--- src/rtl/slpg_pkg.sv ---
// Package for the status LED pattern generator: codes, field widths and timing constants.
package slpg_pkg;

    // Field widths
    localparam int CMD_W   = 2;
    localparam int FLAGS_W = 5;
    localparam int TIME_W  = 32;
    localparam int MODE_W  = 3;
    localparam int PAT_W   = 3;

    // Commands carried by an input transaction
    typedef enum logic [CMD_W-1:0] {
        CMD_TICK      = 2'd0,
        CMD_SET       = 2'd1,
        CMD_CLEAR     = 2'd2,
        CMD_CLEAR_ALL = 2'd3
    } t_cmd;

    // LED patterns, also the encoding of the green override register
    typedef enum logic [PAT_W-1:0] {
        PAT_OFF    = 3'd0,
        PAT_ON     = 3'd1,
        PAT_SLOW   = 3'd2,
        PAT_FAST   = 3'd3,
        PAT_DOUBLE = 3'd4
    } t_pattern;

    // Motion modes; codes above MODE_FALLEN are unknown
    localparam logic [MODE_W-1:0] MODE_BALANCE  = 3'd0;
    localparam logic [MODE_W-1:0] MODE_DISARMED = 3'd1;
    localparam logic [MODE_W-1:0] MODE_FAULT    = 3'd2;
    localparam logic [MODE_W-1:0] MODE_FALLEN   = 3'd3;

    // Flag bit positions
    localparam int FLAG_FAULT     = 0;
    localparam int FLAG_FALLEN    = 1;
    localparam int FLAG_TIMEOUT   = 2;
    localparam int FLAG_SATURATED = 3;
    localparam int FLAG_TELEM     = 4;

    // Pattern timing in milliseconds
    localparam int unsigned SLOW_MS   = 1000;
    localparam int unsigned FAST_MS   = 250;
    localparam int unsigned FLASH_MS  = 100;
    localparam int unsigned PAUSE_MS  = 600;
    localparam int unsigned DOUBLE_MS = 2 * FLASH_MS + 2 * FLASH_MS + PAUSE_MS;
    localparam int unsigned ALT_MS    = 500;

    // Common period: every pattern period divides it
    localparam int unsigned BASE_MS = SLOW_MS;
    localparam int REM_W  = $clog2(BASE_MS);
    localparam int DIFF_W = REM_W + 1;

    // Reciprocal of the common period, scaled by two to the RECIP_SHIFT
    localparam int RECIP_SHIFT = 40;
    localparam int RECIP_W     = 31;
    localparam int PROD_W      = TIME_W + RECIP_W;
    localparam int QUOT_W      = PROD_W - RECIP_SHIFT;
    localparam logic [RECIP_W-1:0] RECIP_BASE =
        RECIP_W'((64'd1 << RECIP_SHIFT) / 64'(BASE_MS));

endpackage

--- src/rtl/slpg_item_if.sv ---
// Input channel of the status LED pattern generator: handshake and command payload.
interface slpg_item_if
    import slpg_pkg::*;
();
    logic               valid;
    logic               ready;
    logic [CMD_W-1:0]   command;
    logic [FLAGS_W-1:0] flag_mask;
    logic [TIME_W-1:0]  now_ms;
    logic [MODE_W-1:0]  motion_mode;

    modport source (output valid, command, flag_mask, now_ms, motion_mode, input ready);
    modport sink   (input valid, command, flag_mask, now_ms, motion_mode, output ready);
endinterface

--- src/rtl/slpg_result_if.sv ---
// Result channel of the status LED pattern generator: handshake and LED/flag payload.
interface slpg_result_if
    import slpg_pkg::*;
();
    logic               valid;
    logic               ready;
    logic               green_led;
    logic               red_on;
    logic [FLAGS_W-1:0] flags_now;

    modport source (output valid, green_led, red_on, flags_now, input ready);
    modport sink   (input valid, green_led, red_on, flags_now, output ready);
endinterface

--- src/rtl/status_led_pattern_generator.sv ---
// Top level of the status LED pattern generator: pipelined time reduction and LED logic.
//
// Each input transaction yields exactly one result transaction, in order. A new transaction
// is accepted every cycle while the result side is not stalled. Reducing now_ms modulo
// 1000 ms sets the pipeline depth: a reciprocal multiply into stage 2, a remainder correction
// into stage 3, then the pattern and flag logic that writes the state and the result register
// together. Flag commands update the flag register and repeat the LED levels of the last
// tick. The user must write the green override through i_cfg_we/i_cfg_wdata only while
// no transaction is in flight; the block itself does not enforce this.
module status_led_pattern_generator
    import slpg_pkg::*;
(
    input  logic               i_clk,
    input  logic               i_rst_n,
    slpg_item_if.sink          i_item,
    slpg_result_if.source      o_result,
    input  logic               i_cfg_we,
    input  logic [PAT_W-1:0]   i_cfg_wdata
);

    // Stage 1: input register
    logic               r_v1;
    t_cmd               r_s1_cmd;
    logic [FLAGS_W-1:0] r_s1_mask;
    logic [TIME_W-1:0]  r_s1_now;
    logic [MODE_W-1:0]  r_s1_mode;

    // Stage 2: quotient estimate
    logic               r_v2;
    t_cmd               r_s2_cmd;
    logic [FLAGS_W-1:0] r_s2_mask;
    logic [DIFF_W-1:0]  r_s2_now_lo;
    logic [MODE_W-1:0]  r_s2_mode;
    logic [QUOT_W-1:0]  r_s2_quot;

    // Stage 3: time modulo the common period
    logic               r_v3;
    t_cmd               r_s3_cmd;
    logic [FLAGS_W-1:0] r_s3_mask;
    logic [MODE_W-1:0]  r_s3_mode;
    logic [REM_W-1:0]   r_s3_rem;

    // State, which is also the result register
    logic               r_out_valid;
    logic [FLAGS_W-1:0] r_flags;
    logic [1:0]         r_leds;
    logic [PAT_W-1:0]   r_override;
    logic [FLAGS_W-1:0] n_flags;
    logic [1:0]         n_leds;

    logic w_adv_out;
    logic w_rdy3;
    logic w_rdy2;
    logic w_rdy1;
    logic w_fire;

    // Ready chain: a stage loads when it is empty or its contents move on
    assign w_adv_out    = !r_out_valid || o_result.ready;
    assign w_rdy3       = !r_v3 || w_adv_out;
    assign w_rdy2       = !r_v2 || w_rdy3;
    assign w_rdy1       = !r_v1 || w_rdy2;
    assign w_fire       = r_v3 && w_adv_out;
    assign i_item.ready = w_rdy1;

    // Configuration register
    always_ff @(posedge i_clk) begin
        if (!i_rst_n) begin
            r_override <= PAT_OFF;
        end else if (i_cfg_we) begin
            r_override <= i_cfg_wdata;
        end
    end

    // Valid bits of the pipeline
    always_ff @(posedge i_clk) begin
        if (!i_rst_n) begin
            r_v1        <= 1'b0;
            r_v2        <= 1'b0;
            r_v3        <= 1'b0;
            r_out_valid <= 1'b0;
        end else begin
            if (w_rdy1) begin
                r_v1 <= i_item.valid;
            end
            if (w_rdy2) begin
                r_v2 <= r_v1;
            end
            if (w_rdy3) begin
                r_v3 <= r_v2;
            end
            if (w_adv_out) begin
                r_out_valid <= r_v3;
            end
        end
    end

    // Stage 1: capture the transaction
    always_ff @(posedge i_clk) begin
        if (w_rdy1) begin
            r_s1_cmd  <= t_cmd'(i_item.command);
            r_s1_mask <= i_item.flag_mask;
            r_s1_now  <= i_item.now_ms;
            r_s1_mode <= i_item.motion_mode;
        end
    end

    // Stage 2: estimate now_ms / BASE_MS, low by at most one
    logic [PROD_W-1:0] w_prod;

    assign w_prod = PROD_W'(r_s1_now) * PROD_W'(RECIP_BASE);

    always_ff @(posedge i_clk) begin
        if (w_rdy2) begin
            r_s2_cmd    <= r_s1_cmd;
            r_s2_mask   <= r_s1_mask;
            r_s2_mode   <= r_s1_mode;
            r_s2_now_lo <= r_s1_now[DIFF_W-1:0];
            r_s2_quot   <= w_prod[PROD_W-1:RECIP_SHIFT];
        end
    end

    // Stage 3: subtract quotient times period, correct once; only low bits matter
    logic [2*DIFF_W-1:0] w_qk;
    logic [DIFF_W-1:0]   w_diff;
    logic [DIFF_W-1:0]   w_rem;

    assign w_qk   = (2*DIFF_W)'(r_s2_quot[DIFF_W-1:0]) * (2*DIFF_W)'(BASE_MS);
    assign w_diff = r_s2_now_lo - w_qk[DIFF_W-1:0];
    assign w_rem  = (w_diff >= DIFF_W'(BASE_MS)) ? (w_diff - DIFF_W'(BASE_MS)) : w_diff;

    always_ff @(posedge i_clk) begin
        if (w_rdy3) begin
            r_s3_cmd  <= r_s2_cmd;
            r_s3_mask <= r_s2_mask;
            r_s3_mode <= r_s2_mode;
            r_s3_rem  <= w_rem[REM_W-1:0];
        end
    end

    // Phase of each pattern from the reduced time
    logic [REM_W-1:0] w_e500;
    logic [REM_W-1:0] w_e250;
    logic             w_slow_lit;
    logic             w_fast_lit;
    logic             w_alt_lit;
    logic             w_dbl_lit;

    assign w_e500 = (r_s3_rem >= REM_W'(ALT_MS)) ? (r_s3_rem - REM_W'(ALT_MS)) : r_s3_rem;
    assign w_e250 = (w_e500 >= REM_W'(FAST_MS)) ? (w_e500 - REM_W'(FAST_MS)) : w_e500;
    assign w_slow_lit = r_s3_rem < REM_W'(SLOW_MS / 2);
    assign w_fast_lit = w_e250 < REM_W'(FAST_MS / 2);
    assign w_alt_lit  = w_e500 < REM_W'(ALT_MS / 2);
    assign w_dbl_lit  = (r_s3_rem < REM_W'(FLASH_MS)) ||
                        ((r_s3_rem >= REM_W'(2 * FLASH_MS)) &&
                         (r_s3_rem < REM_W'(3 * FLASH_MS)));

    function automatic logic lit_for(input logic [PAT_W-1:0] pat, input logic slow,
                                     input logic fast, input logic dbl);
        logic lit;
        case (pat)
            PAT_ON:     lit = 1'b1;
            PAT_SLOW:   lit = slow;
            PAT_FAST:   lit = fast;
            PAT_DOUBLE: lit = dbl;
            default:    lit = 1'b0;
        endcase
        return lit;
    endfunction

    // Pattern selection for both LEDs
    logic [PAT_W-1:0] w_green_pat;
    logic [PAT_W-1:0] w_red_pat;

    always_comb begin
        if (r_override != PAT_OFF) begin
            w_green_pat = r_override;
        end else begin
            case (r_s3_mode) inside
                MODE_BALANCE:              w_green_pat = PAT_ON;
                MODE_DISARMED:             w_green_pat = PAT_SLOW;
                MODE_FAULT, MODE_FALLEN:   w_green_pat = PAT_OFF;
                default:                   w_green_pat = PAT_FAST;
            endcase
        end

        if (r_flags[FLAG_FAULT] || r_flags[FLAG_FALLEN]) begin
            w_red_pat = PAT_ON;
        end else if (r_flags[FLAG_TIMEOUT]) begin
            w_red_pat = PAT_FAST;
        end else if (r_flags[FLAG_SATURATED]) begin
            w_red_pat = PAT_SLOW;
        end else begin
            w_red_pat = PAT_OFF;
        end
    end

    // Next flags and LED levels; hold unless a transaction retires
    always_comb begin
        n_flags = r_flags;
        n_leds  = r_leds;
        if (w_fire) begin
            case (r_s3_cmd)
                CMD_TICK: begin
                    if (r_flags[FLAG_TELEM]) begin
                        n_leds = {!w_alt_lit, w_alt_lit};
                    end else begin
                        n_leds = {lit_for(w_red_pat, w_slow_lit, w_fast_lit, w_dbl_lit),
                                  lit_for(w_green_pat, w_slow_lit, w_fast_lit, w_dbl_lit)};
                    end
                end
                CMD_SET:   n_flags = r_flags | r_s3_mask;
                CMD_CLEAR: n_flags = r_flags & ~r_s3_mask;
                default:   n_flags = '0;
            endcase
        end
    end

    always_ff @(posedge i_clk) begin
        if (!i_rst_n) begin
            r_flags <= '0;
            r_leds  <= '0;
        end else begin
            r_flags <= n_flags;
            r_leds  <= n_leds;
        end
    end

    // Drive the result channel straight from the state
    assign o_result.valid     = r_out_valid;
    assign o_result.green_led = r_leds[0];
    assign o_result.red_on    = r_leds[1];
    assign o_result.flags_now = r_flags;

    // Checks
    a_clear_all: assert property (@(posedge i_clk) disable iff (!i_rst_n)
        (w_fire && r_s3_cmd == CMD_CLEAR_ALL) |=> (r_flags == '0))
        else $error("flags not cleared by clear-all");

    a_hold_leds: assert property (@(posedge i_clk) disable iff (!i_rst_n)
        (w_fire && r_s3_cmd != CMD_TICK) |=> $stable(r_leds))
        else $error("LED levels changed on a flag command");

    a_telem_alt: assert property (@(posedge i_clk) disable iff (!i_rst_n)
        (w_fire && r_s3_cmd == CMD_TICK && r_flags[FLAG_TELEM]) |=>
        (o_result.green_led != o_result.red_on))
        else $error("telemetry failure pattern not alternating");

    a_rem_range: assert property (@(posedge i_clk) disable iff (!i_rst_n)
        r_v3 |-> (r_s3_rem < REM_W'(BASE_MS)))
        else $error("time remainder out of range");

endmodule
--- src/flat_wrapper.sv ---
// flat-port wrapper written by rule: the top's interface ports become plain ports
module status_led_pattern_generator_flat import slpg_pkg::*;
  (i_clk, i_rst_n, i_cfg_we, i_cfg_wdata, i_item_valid, i_item_command, i_item_flag_mask, i_item_now_ms, i_item_motion_mode, i_item_ready, o_result_valid, o_result_green_led, o_result_red_on, o_result_flags_now, o_result_ready);
  slpg_item_if i_item_i ();
  slpg_result_if o_result_i ();
  input  logic i_clk;
  input  logic i_rst_n;
  input  logic i_cfg_we;
  input  logic [PAT_W-1:0] i_cfg_wdata;
  input wire logic [$bits(i_item_i.valid)-1:0] i_item_valid;
  input wire logic [$bits(i_item_i.command)-1:0] i_item_command;
  input wire logic [$bits(i_item_i.flag_mask)-1:0] i_item_flag_mask;
  input wire logic [$bits(i_item_i.now_ms)-1:0] i_item_now_ms;
  input wire logic [$bits(i_item_i.motion_mode)-1:0] i_item_motion_mode;
  output wire logic [$bits(i_item_i.ready)-1:0] i_item_ready;
  output wire logic [$bits(o_result_i.valid)-1:0] o_result_valid;
  output wire logic [$bits(o_result_i.green_led)-1:0] o_result_green_led;
  output wire logic [$bits(o_result_i.red_on)-1:0] o_result_red_on;
  output wire logic [$bits(o_result_i.flags_now)-1:0] o_result_flags_now;
  input wire logic [$bits(o_result_i.ready)-1:0] o_result_ready;
  assign i_item_i.valid = i_item_valid;
  assign i_item_i.command = i_item_command;
  assign i_item_i.flag_mask = i_item_flag_mask;
  assign i_item_i.now_ms = i_item_now_ms;
  assign i_item_i.motion_mode = i_item_motion_mode;
  assign i_item_ready = i_item_i.ready;
  assign o_result_valid = o_result_i.valid;
  assign o_result_green_led = o_result_i.green_led;
  assign o_result_red_on = o_result_i.red_on;
  assign o_result_flags_now = o_result_i.flags_now;
  assign o_result_i.ready = o_result_ready;
  status_led_pattern_generator u_core (.i_clk(i_clk), .i_rst_n(i_rst_n), .i_item(i_item_i), .o_result(o_result_i), .i_cfg_we(i_cfg_we), .i_cfg_wdata(i_cfg_wdata));
endmodule
--- config.mk ---
export PLATFORM = sky130hd
export DESIGN_NAME = status_led_pattern_generator_flat
export DESIGN_NICKNAME = d
export VERILOG_FILES = /design/src/rtl/slpg_pkg.sv /design/src/rtl/slpg_item_if.sv /design/src/rtl/slpg_result_if.sv /design/src/rtl/status_led_pattern_generator.sv /design/src/flat_wrapper.sv
export SDC_FILE = /design/constraint.sdc
export NUM_CORES = 1
export LEC_CHECK = 0
export ABC_AREA = 0
export BUFFER_PORTS_ARGS = -buffer_cell sky130_fd_sc_hd__buf_2
export CORE_AREA = 3 3 180 182
export CTS_BUF_LIST = sky130_fd_sc_hd__clkbuf_8 sky130_fd_sc_hd__clkbuf_16
export DETAILED_ROUTE_END_ITERATION = 6
export DIE_AREA = 0 0 183 185
export GPL_TIMING_DRIVEN = 1
export PLACE_DENSITY_LB_ADDON = 0.25
export SLEW_MARGIN = 20
export SYNTH_ARGS = -nofsm -noshare
export SYNTH_HDL_FRONTEND = slang
export SYNTH_SLANG_ARGS = --single-unit
--- constraint.sdc ---
create_clock -name i_clk -period 7.1 [get_ports i_clk]
set_input_delay 1.775 -clock i_clk [delete_from_list [all_inputs] [get_ports i_clk]]
set_output_delay 1.775 -clock i_clk [all_outputs]
set_load 0.005 [all_outputs]
==> impl_metrics.csv <==
group,metric,value,unit
logic_synthesis,ys_seq_area_share,16.7,%
clock_network,h-tree-depth,3,
logic_synthesis,netlist-cell-type-count,69,
critical_path,cp-start-kind,"flip-flop",
clock_network,cts_buffers,9,
detailed_routing,drc,0,
logic_synthesis,netlist_instances,1657,
logic_synthesis,async_flop_share,0,%
cells_and_area,fillers,2495,
placed_design,dp_hpwl,38600,um
sta,min_period,6960,ps
global_routing,grt_use_met3,4.22,%
clock_network,cts_tree,"done",
logic_synthesis,synth.avg_cell_area,10.9,um2
logic_synthesis,ys.flop_type,"edfxtp_1",
critical_path,reg2reg_depth,21,
clock_network,cts_sinks,105,
clock_network,clk_root_buffer_cell,"clkbuf_16",
critical_path,cp.arrival,7080,ps
die,chipWidth,183,um
cells_and_area,final_nets,2495,
sta,fin_worst_skew,11.3,ps
global_routing,grt_use_met1,36.5,%
sta,setup_viol,0,
detailed_routing,routed_wl,44000,um
clock_network,clk_path_buf_depth,2,
logic_synthesis,synth_seq_cells,105,
critical_path,setup.worst_path.end_class,"flip-flop",
sta,tns,0,ps
die,die_y,185,um
logic_synthesis,syn_nets,2373,
cells_and_area,final_cell_mix,"inv_1 (513), ha_1 (344), fa_1 (314)",
logic_synthesis,ys.warnings.count,0,
critical_path,critical_path_required,7210,ps
worst_hold_path,whs_path_depth,0,
global_routing,grt_max_degree,43,
detailed_routing,ant_nets,0,
sta,timing.fmax,144,MHz
die,core_area,0.0307,mm2
run,maxCapViolations,0,
cells_and_area,final_cells,2180,
worst_hold_path,min_from,"u_core.r_s2_mask[2]",
die,io_pins,59,
detailed_routing,avgViaCountPerCell,5.47,
logic_synthesis,synthesis.area,0.0181,mm2
cells_and_area,layout_commonest_cell,"inv_1",
detailed_routing,drt_iter0_drc,725,
detailed_routing,vias,11900,
global_routing,grt_overflow_total,0,
cells_and_area,layout-drive-gt1-share,9.59,%
placed_design,portBuffers,58,
die,fp.dieArea,0.0339,mm2
sta,finalCritPeriodShare,98.1,%
detailed_routing,dr.pass1.iters,5,
cells_and_area,diodes,0,
placed_design,gp_congestion,0.986,
global_routing,busiest_layer,"met2",
global_routing,grt_pass1_wl,70300,um
global_routing,antenna_found_initial,2,
detailed_routing,wire_per_inst,20.2,um
global_routing,groute.usage.overall,27.5,%
sta,finalHoldViolCount,0,
sta,slew_violations,0,
critical_path,critPathLaunch,"u_core.r_s1_now[18]",
sta,maxSlewHeadroom,42.8,%
logic_synthesis,synth-edff-count,91,
die,rows,64,
critical_path,cp_max_fo,5,
critical_path,rr_startpoint,"u_core.r_s1_now[18]",
global_routing,first_global_vias,13000,
critical_path,path_class,"reg -> reg",
outcome,outcome,"completed",
worst_hold_path,holdCritPathClass,"reg -> reg",
sta,max_slew.worst_pin.slew,856,ps
die,initial_core_util,58.8,%
clock_network,clk_pin_slew_worst_paths,90,ps
clock_network,clkLatencyLatePin,380,ps
cells_and_area,syn_to_final_growth,9.28,%
global_routing,grt.met2_usage,47.2,%
placed_design,dp_cells,2145,
[cells in the mapped netlist (7+ instances only)]
master    count  area, um2
nand2_1      25       93.8
nor3_1        8       40.0
a21o_1       23        173
inv_1       514       1930
o21ai_0      28        140
a31oi_1       7       43.8
nand2b_1      7       43.8
xnor2_1      32        280
ha_1        349       4370
nor2_1       34        128
nand3_1      17       85.1
xor2_1       11       96.3
fa_1        317       6350
a21oi_1      44        220
edfxtp_1     91       2730
a211oi_1     10       75.1
dfxtp_1      14        280
nor2b_1      15       93.8
[routing by layer]
layer	routed length [um]	share of wire (%)	up-vias
met5	13	0.030	-
met4	1490	3.4	2
met3	2460	5.6	75
met2	21500	49	299
met1	18500	42	6026
li1	-	-	5514
[metrics by stage]
| stage | worst slack, ps | util [%] | hold WS [ps] | instance area (um2) |
|---|---|---|---|---|
| finish | 137 | 64.3 | 422 | 19800 |
| global route | -55.7 | 64.3 | 430 | 19800 |
| CTS | 0.942 | 63.6 | 418 | 19600 |
| detailed placement | -345 | 62.3 | 405 | 19200 |
| global placement | -295 | 62.3 | 402 | 19200 |
| floorplan | 537 | - | 400 | 18100 |
[cells by family after synthesis]
group | after synthesis | synth area share (%)
DFF | 105 | 16.7
AOI/OAI and AO/OA | 168 | 6.42
xor gates and xnor gates | 43 | 2.08
buffers and inverters | 522 | 10.9
adders and majority gates | 666 | 59.2
muxes | 6 | 0.346
and+or+nand+nor | 147 | 4.40
[final timing paths]
kind | endpoint | slack [ps]
setup / recovery | u_core.r_s2_quot[2] | 140
hold / removal | u_core.r_s3_mask[2] | 420
hold reg to reg | u_core.r_s3_mask[2] | 420
setup reg to reg | u_core.r_s2_quot[2] | 140
[worst max-delay path, cell delays in order (launching register included)]
cell and delay, ps:
edfxtp_1 510, ha_1 390, fa_1 460, fa_1 490
inv_1 50, fa_1 470, inv_1 70, fa_1 500
fa_1 550, fa_1 470, fa_1 430, ha_1 320
a21o_1 180, a211oi_2 320, buf_4 210, nor2b_1 240
o311ai_4 180, a32oi_1 230, o21ai_1 110, buf_4 180
nor4bb_2 290, a311oi_1 70
[what timing repair did]
action | in CTS | in global routing
gates resized for setup | 3 | 22
hold buffers | 0 | 0
setup buffers | 9 | 10
endpoints found under the hold margin | 0 | 0
setup endpoints to repair | 2 | 5
pin swaps | 1 | 4
[area by class of cell]
type | count | area [um2] | share of cell area, %
Clock buffer | 9 | 225 | 1.14
Clock inverter | 7 | 91.3 | 0.462
Inverter | 514 | 1930 | 9.76
Multi-Input combinational cell | 1030 | 13300 | 67.1
Sequential cell | 105 | 3010 | 15.2
Tap cell | 396 | 495 | 2.51
Timing Repair Buffer | 119 | 752 | 3.80
[sequential cells by signal, indices dropped and copies added (netlist names), 2 cells and up]
signal	count
u_core.r_s1_mode	3
u_core.r_s2_cmd	2
u_core.r_s2_now_lo	11
u_core.r_leds	2
u_core.r_override	3
u_core.r_s2_quot	8
u_core.r_s2_mask	5
u_core.r_s3_rem	10
u_core.r_s3_mask	5
u_core.r_s3_mode	3
u_core.o_result.flags_now	5
u_core.r_s3_cmd	2
u_core.r_s1_mask	5
u_core.r_s1_now	32
u_core.r_s2_mode	3
u_core.r_s1_cmd	2
Power is not shown: default switching activity piles up to over one toggle a cycle in this logic, so the estimate is an artifact.
